==> src/hw/rtl/tcc_pkg.sv <==
package tcc_pkg;

    // Number of second-level products feeding the two numerators.
    localparam int NPROD = 10;

    // Product slots.
    localparam int PX3P3 = 0;
    localparam int PX2P2 = 1;
    localparam int PX1P1 = 2;
    localparam int PQD31 = 3;
    localparam int PX3E3 = 4;
    localparam int PX2E2 = 5;
    localparam int PX1E1 = 6;
    localparam int PP3S  = 7;
    localparam int PP2S  = 8;
    localparam int PP1S  = 9;

    // Control travelling alongside the divider cells.
    typedef struct packed {
        logic valid;
        logic degen;
        logic neg_x;
        logic neg_y;
    } tcc_flags_t;

endpackage

==> src/hw/rtl/tcc_div_cell.sv <==
// One restoring step per cell, x and y lanes sharing the divisor.
module tcc_div_cell #(
    parameter int MW = 61,
    parameter int DW = 36
) (
    input  logic                aclk,
    input  logic                aresetn,
    input  logic                en,
    input  tcc_pkg::tcc_flags_t flags_in,
    input  logic [DW-1:0]       div_in,
    input  logic [DW-1:0]       rem_x_in,
    input  logic [MW-1:0]       wrd_x_in,
    input  logic [DW-1:0]       rem_y_in,
    input  logic [MW-1:0]       wrd_y_in,
    output tcc_pkg::tcc_flags_t flags_out,
    output logic [DW-1:0]       div_out,
    output logic [DW-1:0]       rem_x_out,
    output logic [MW-1:0]       wrd_x_out,
    output logic [DW-1:0]       rem_y_out,
    output logic [MW-1:0]       wrd_y_out
);

    tcc_pkg::tcc_flags_t flags_reg;
    logic [DW-1:0] div_reg, rem_x_reg, rem_y_reg;
    logic [MW-1:0] wrd_x_reg, wrd_y_reg;
    logic [DW-1:0] rem_x_next, rem_y_next;
    logic [MW-1:0] wrd_x_next, wrd_y_next;
    logic [DW:0]   tx, ty, dv, sx, sy;

    always_comb begin
        dv = {1'b0, div_in};
        tx = {rem_x_in, wrd_x_in[MW-1]};
        ty = {rem_y_in, wrd_y_in[MW-1]};
        sx = tx - dv;
        sy = ty - dv;
        // dividend bits leave at the top, quotient bits enter at the bottom
        if (tx >= dv) begin
            rem_x_next = sx[DW-1:0];
            wrd_x_next = {wrd_x_in[MW-2:0], 1'b1};
        end else begin
            rem_x_next = tx[DW-1:0];
            wrd_x_next = {wrd_x_in[MW-2:0], 1'b0};
        end
        if (ty >= dv) begin
            rem_y_next = sy[DW-1:0];
            wrd_y_next = {wrd_y_in[MW-2:0], 1'b1};
        end else begin
            rem_y_next = ty[DW-1:0];
            wrd_y_next = {wrd_y_in[MW-2:0], 1'b0};
        end
    end

    always_ff @(posedge aclk) begin
        if (!aresetn) begin
            flags_reg <= '0;
        end else if (en) begin
            flags_reg <= flags_in;
        end
    end

    always_ff @(posedge aclk) begin
        if (en) begin
            div_reg   <= div_in;
            rem_x_reg <= rem_x_next;
            wrd_x_reg <= wrd_x_next;
            rem_y_reg <= rem_y_next;
            wrd_y_reg <= wrd_y_next;
        end
    end

    assign flags_out = flags_reg;
    assign div_out   = div_reg;
    assign rem_x_out = rem_x_reg;
    assign wrd_x_out = wrd_x_reg;
    assign rem_y_out = rem_y_reg;
    assign wrd_y_out = wrd_y_reg;

endmodule

==> config.mk <==
export PLATFORM = sky130hd
export DESIGN_NAME = tcc_div_cell
export DESIGN_NICKNAME = d
export VERILOG_FILES = /design/src/hw/rtl/tcc_pkg.sv /design/src/hw/rtl/tcc_div_cell.sv
export SDC_FILE = /design/constraint.sdc
export NUM_CORES = 1
export LEC_CHECK = 0
export ABC_AREA = 0
export BUFFER_PORTS_ARGS = -buffer_cell sky130_fd_sc_hd__buf_2
export CAP_MARGIN = 40
export CELL_PAD_IN_SITES_DETAIL_PLACEMENT = 1
export CELL_PAD_IN_SITES_GLOBAL_PLACEMENT = 1
export CORE_AREA = 2 2 184 186
export DETAILED_ROUTE_END_ITERATION = 10
export DIE_AREA = 0 0 186 188
export GPL_TIMING_DRIVEN = 0
export PLACE_DENSITY_LB_ADDON = 0.1
export REMOVE_ABC_BUFFERS = 1
export SLEW_MARGIN = 20
export SYNTH_ARGS = -nofsm -noshare
export SYNTH_HDL_FRONTEND = slang
export SYNTH_SLANG_ARGS = --single-unit
export TNS_END_PERCENT = 30
==> constraint.sdc <==
create_clock -name aclk -period 5.6 [get_ports aclk]
set_input_delay 0.56 -clock aclk [delete_from_list [all_inputs] [get_ports aclk]]
set_output_delay 0.56 -clock aclk [all_outputs]
set_load 0.01 [all_outputs]
==> impl.org <==
** Status
- The flow ran to the end, and the final reports show no timing, DRC or antenna violations.

** CTS
- Cts bufs inserted :: 27
- The clock drives 234 sinks.
- The number of setup buffers added after CTS is 0.
- Post_cts resized :: 0
- No sink is reached through more buffers than the 3 on the longest clock path.
- In this run the number of H-tree levels came out at 1.
- TritonCTS built the clock tree.
- For the worst-skew pair, the clock arrives at the later sink with an insertion delay of approximately 0.52 ns.
- For this design, the CTS-stage hold fixing added 0 buffers.
- Root buffer cell :: sky130_fd_sc_hd__clkbuf_16
- Clock transition time at the flip-flop clock pins of the worst setup and hold paths :: 0.06 ns

** Drt
- In this run the remaining antenna-violating nets after routing total 0.
- Before antenna repair, the detailed router went through 6 iterations.
- Detailed Route Iter0 Violations :: ~420
- Summed over all layers, the routed wires come to 39,700 um.
- After detailed routing, the number of vias per cell comes to 4.94.
- Avg WL per Cell :: between 20 and 25 um
- Total vias in the final route :: 9,593
- Count of unresolved DRC violations after routing :: 0

** Pwr
- Summing internal, switching and leakage power gives between 5 and 6 mW.
- Reported leakage power :: 6.94 nW
- VDD sags by at most 0.228 mV.
- Power density of the placed cells :: between 300 and 400 mW/mm^2

** Setup path
- Maximum fanout count along the critical path :: between 50 and 60
- The worst setup path is of the in2reg kind.
- Data on the critical path is required at its endpoint by between 5 and 6 ns.
- For the worst setup path, the data arrival time is 3.90 ns.
- STA classifies the critical path startpoint as a primary input.
- STA classifies the critical path endpoint as a flip-flop.

** Die
- The core region is 0.0331 sq mm.
- Chip height :: 188 um
- Io pins :: 471
- Row count :: 67
- Horizontal die dimension :: 186 um
- Die area :: 0.0350 sq mm
- For this configuration, the core starts out at a cell density of 0.359.

** Placed design
- Last weighted congestion value of the routability-driven placer :: 0.854
- Detailed Place HPWL :: 32,300 um
- IO Port Bufs :: 470

** Synth
- Primary flip-flop cell chosen by synthesis mapping :: sky130_fd_sc_hd__edfxtp_1
- Post-synthesis instance area :: 0.0119 sq mm
- Flop and latch count out of synthesis :: approximately 230
- Area share of the leading cell type in the synthesized netlist :: 0.581
- For this run, the register share of the synthesized area comes to 0.587.
- The Yosys step of the flow raised 0 warnings.
- Area leader, netlist :: sky130_fd_sc_hd__edfxtp_1
- Syn Inst Count :: 987
- Synth cell types :: 73
- Average footprint of a synthesized cell :: 12.1 sq um
- Top cells by area in the synthesized netlist :: sky130_fd_sc_hd__edfxtp_1 (58%), sky130_fd_sc_hd__ha_1 (7.6%), sky130_fd_sc_hd__a21oi_1 (3.8%)
- Post-synth EDFFs :: 230
- Async set or reset register ratio after synthesis :: 0

** STA
- Worst slew slack as a fraction of its limit :: 0.541
- Setup repair after global routing left no endpoint under its margin.
- Setup Total Neg Slack :: 0 ns
- Static timing analysis puts the maximum clock frequency at 0.278 GHz.
- Fin Clk Skew :: 0 ns
- Count of endpoints failing hold in the final timing report :: 0
- Counting I/O delays and the setup requirement, the final critical path takes 3.59 ns.
- Finish-stage setup viols :: 0
- The final max-slew violation count is 0.
- Dividing the final minimum period by the clock period gives 0.642.
- At the pin with the least slew margin, the transition time is slightly below 0.7 ns.

** Finish
- For this run, the post-layout net count is 1,776.
- Layout area overhead :: 32.6%
- Of the cells placed in the final design, the portion with a size suffix greater than 1 is 0.366.

** GRT
- Global-route wire length before repair :: 58,700 um
- The via count of the first global-routing pass is 9,939.
- Entering global routing, the biggest net connects 99 pins.
- Summed over all layers, the global routing overflow is 0.
- The number of antenna violations at the first check in global routing came to 11.
- Global Route Usage Sum :: 0.220

** Run
- Across the run, the number of max-cap violations was 0.

** Hold path
- The tightest min-delay check is of the in2reg type.
layout make-up:
type | count | area [sq um]
well taps | 448 | 561
flip-flops and latches | 234 | 6990
clock buffers | 30 | 687
clock inverters | 18 | 244
multi-input cells | 668 | 4560
inverters | 58 | 218
repair buffers | 476 | 2500
fillers | 3677 | 17300
diodes | 8 | 20.0
cell families (layout without fill, tap and decap cells):
kind of cell	Yosys count	in the layout	synth area share
simple gates	236	236	0.0933
mux	15	15	0.0137
flops	234	234	0.587
compound gates	285	285	0.154
other cells	0	8	0
fa+ha+maj	74	74	0.0791
xor+xnor	58	58	0.0427
buf+inv	85	582	0.0302
cell usage in the layout, fill, tap and decap left out, drive strengths merged, types with 3 or more instances in the layout:
cell      synthesis  layout
or3               6       6
clkinvlp          0       3
diode             0       8
ha               72      72
buf              14     475
a21o             36      36
nand3            15      15
mux2             10      10
xnor2            31      31
a31oi            10      10
nand4            12      12
clkbuf           13      30
o21ai            66      66
a211oi            5       5
a211o             6       6
nand2b            7       7
a41oi             3       3
a21boi            5       5
clkinv            0       9
a21oi            91      91
o21a             10      10
mux2i             5       5
dfxtp             4       4
bufinv            0       6
nor3             13      13
o21bai           16      16
o22ai             3       3
o31a              4       4
nand2            84      84
and3              6       6
inv              58      58
o41ai             4       4
nor2             65      65
or2               3       3
o31ai             8       8
xor2             27      27
edfxtp          230     230
nor2b            13      13
final timing paths:
path                      from             to  slack (ns)  depth (start not counted)
hold / removal    wrd_x_in[40]  wrd_x_out[41]        0.20                          1
setup / recovery     div_in[1]  rem_y_out[32]        2.01                         12
hold reg to reg   flags_out[2]   flags_out[2]        0.52                          2
setup reg to reg  flags_out[1]   flags_out[1]        5.00                          2
metal layers:
metal | up-vias | wire length (um) | GRT usage
met3 | 63 | 3030 | 0.0567
met4 | 8 | 978 | 0.0621
met5 | - | 57 | 0
met2 | 286 | 20300 | 0.402
li1 | 4670 | - | -
met1 | 4566 | 15300 | 0.252
power breakdown:
group | total (mW) | leakage (nW) | switching [mW] | internal (mW)
Sequential | 2.19 | 2.28 | 0.0437 | 2.15
Combinational | 1.09 | 4.21 | 0.645 | 0.448
Clock | 1.86 | 0.450 | 0.710 | 1.15
Total | 5.15 | 6.94 | 1.40 | 3.75
per-stage QoR:
step                      cell area, sq um  hold WS, ns   util  worst slack (ns)  instances
after global placement               14700        0.498  0.443            0.0890       1878
after detailed placement             14800        0.504  0.448              1.42       1884
after CTS                            15800        0.173  0.476              1.95       1932
after global routing                 15800        0.176  0.476              1.75       1938
final                                15800        0.201  0.477              2.01       1940
after floorplan                      11800        0.538      -              1.36        960
cells in the mapped netlist (15+ instances only):
library cell	n
sky130_fd_sc_hd__o21bai_1	15
sky130_fd_sc_hd__o21ai_0	37
sky130_fd_sc_hd__nand2_1	83
sky130_fd_sc_hd__xnor2_1	31
sky130_fd_sc_hd__a21o_1	36
sky130_fd_sc_hd__inv_1	58
sky130_fd_sc_hd__ha_1	72
sky130_fd_sc_hd__o21ai_1	29
sky130_fd_sc_hd__edfxtp_1	230
sky130_fd_sc_hd__nand3_1	15
sky130_fd_sc_hd__nor2_1	64
sky130_fd_sc_hd__a21oi_1	91
sky130_fd_sc_hd__xor2_1	27
flip-flops by register name, indices dropped and copies added (netlist names):
register   flops
div_out       36
flags_out      4
rem_x_out     36
rem_y_out     36
wrd_x_out     61
wrd_y_out     61
critical path: stages:
cell                        delay (ns)
sky130_fd_sc_hd__buf_2            0.14
sky130_fd_sc_hd__inv_1            0.08
sky130_fd_sc_hd__ha_1             0.29
sky130_fd_sc_hd__nor2b_1          0.20
sky130_fd_sc_hd__o2111ai_1        0.29
sky130_fd_sc_hd__a211oi_2         0.36
sky130_fd_sc_hd__nor3_1           0.14
sky130_fd_sc_hd__o31ai_1          0.46
sky130_fd_sc_hd__o211ai_1         0.26
sky130_fd_sc_hd__nand2_4          0.54
sky130_fd_sc_hd__o221ai_2         0.19
sky130_fd_sc_hd__o32ai_1          0.36
Power figures use the tool's default switching activity.
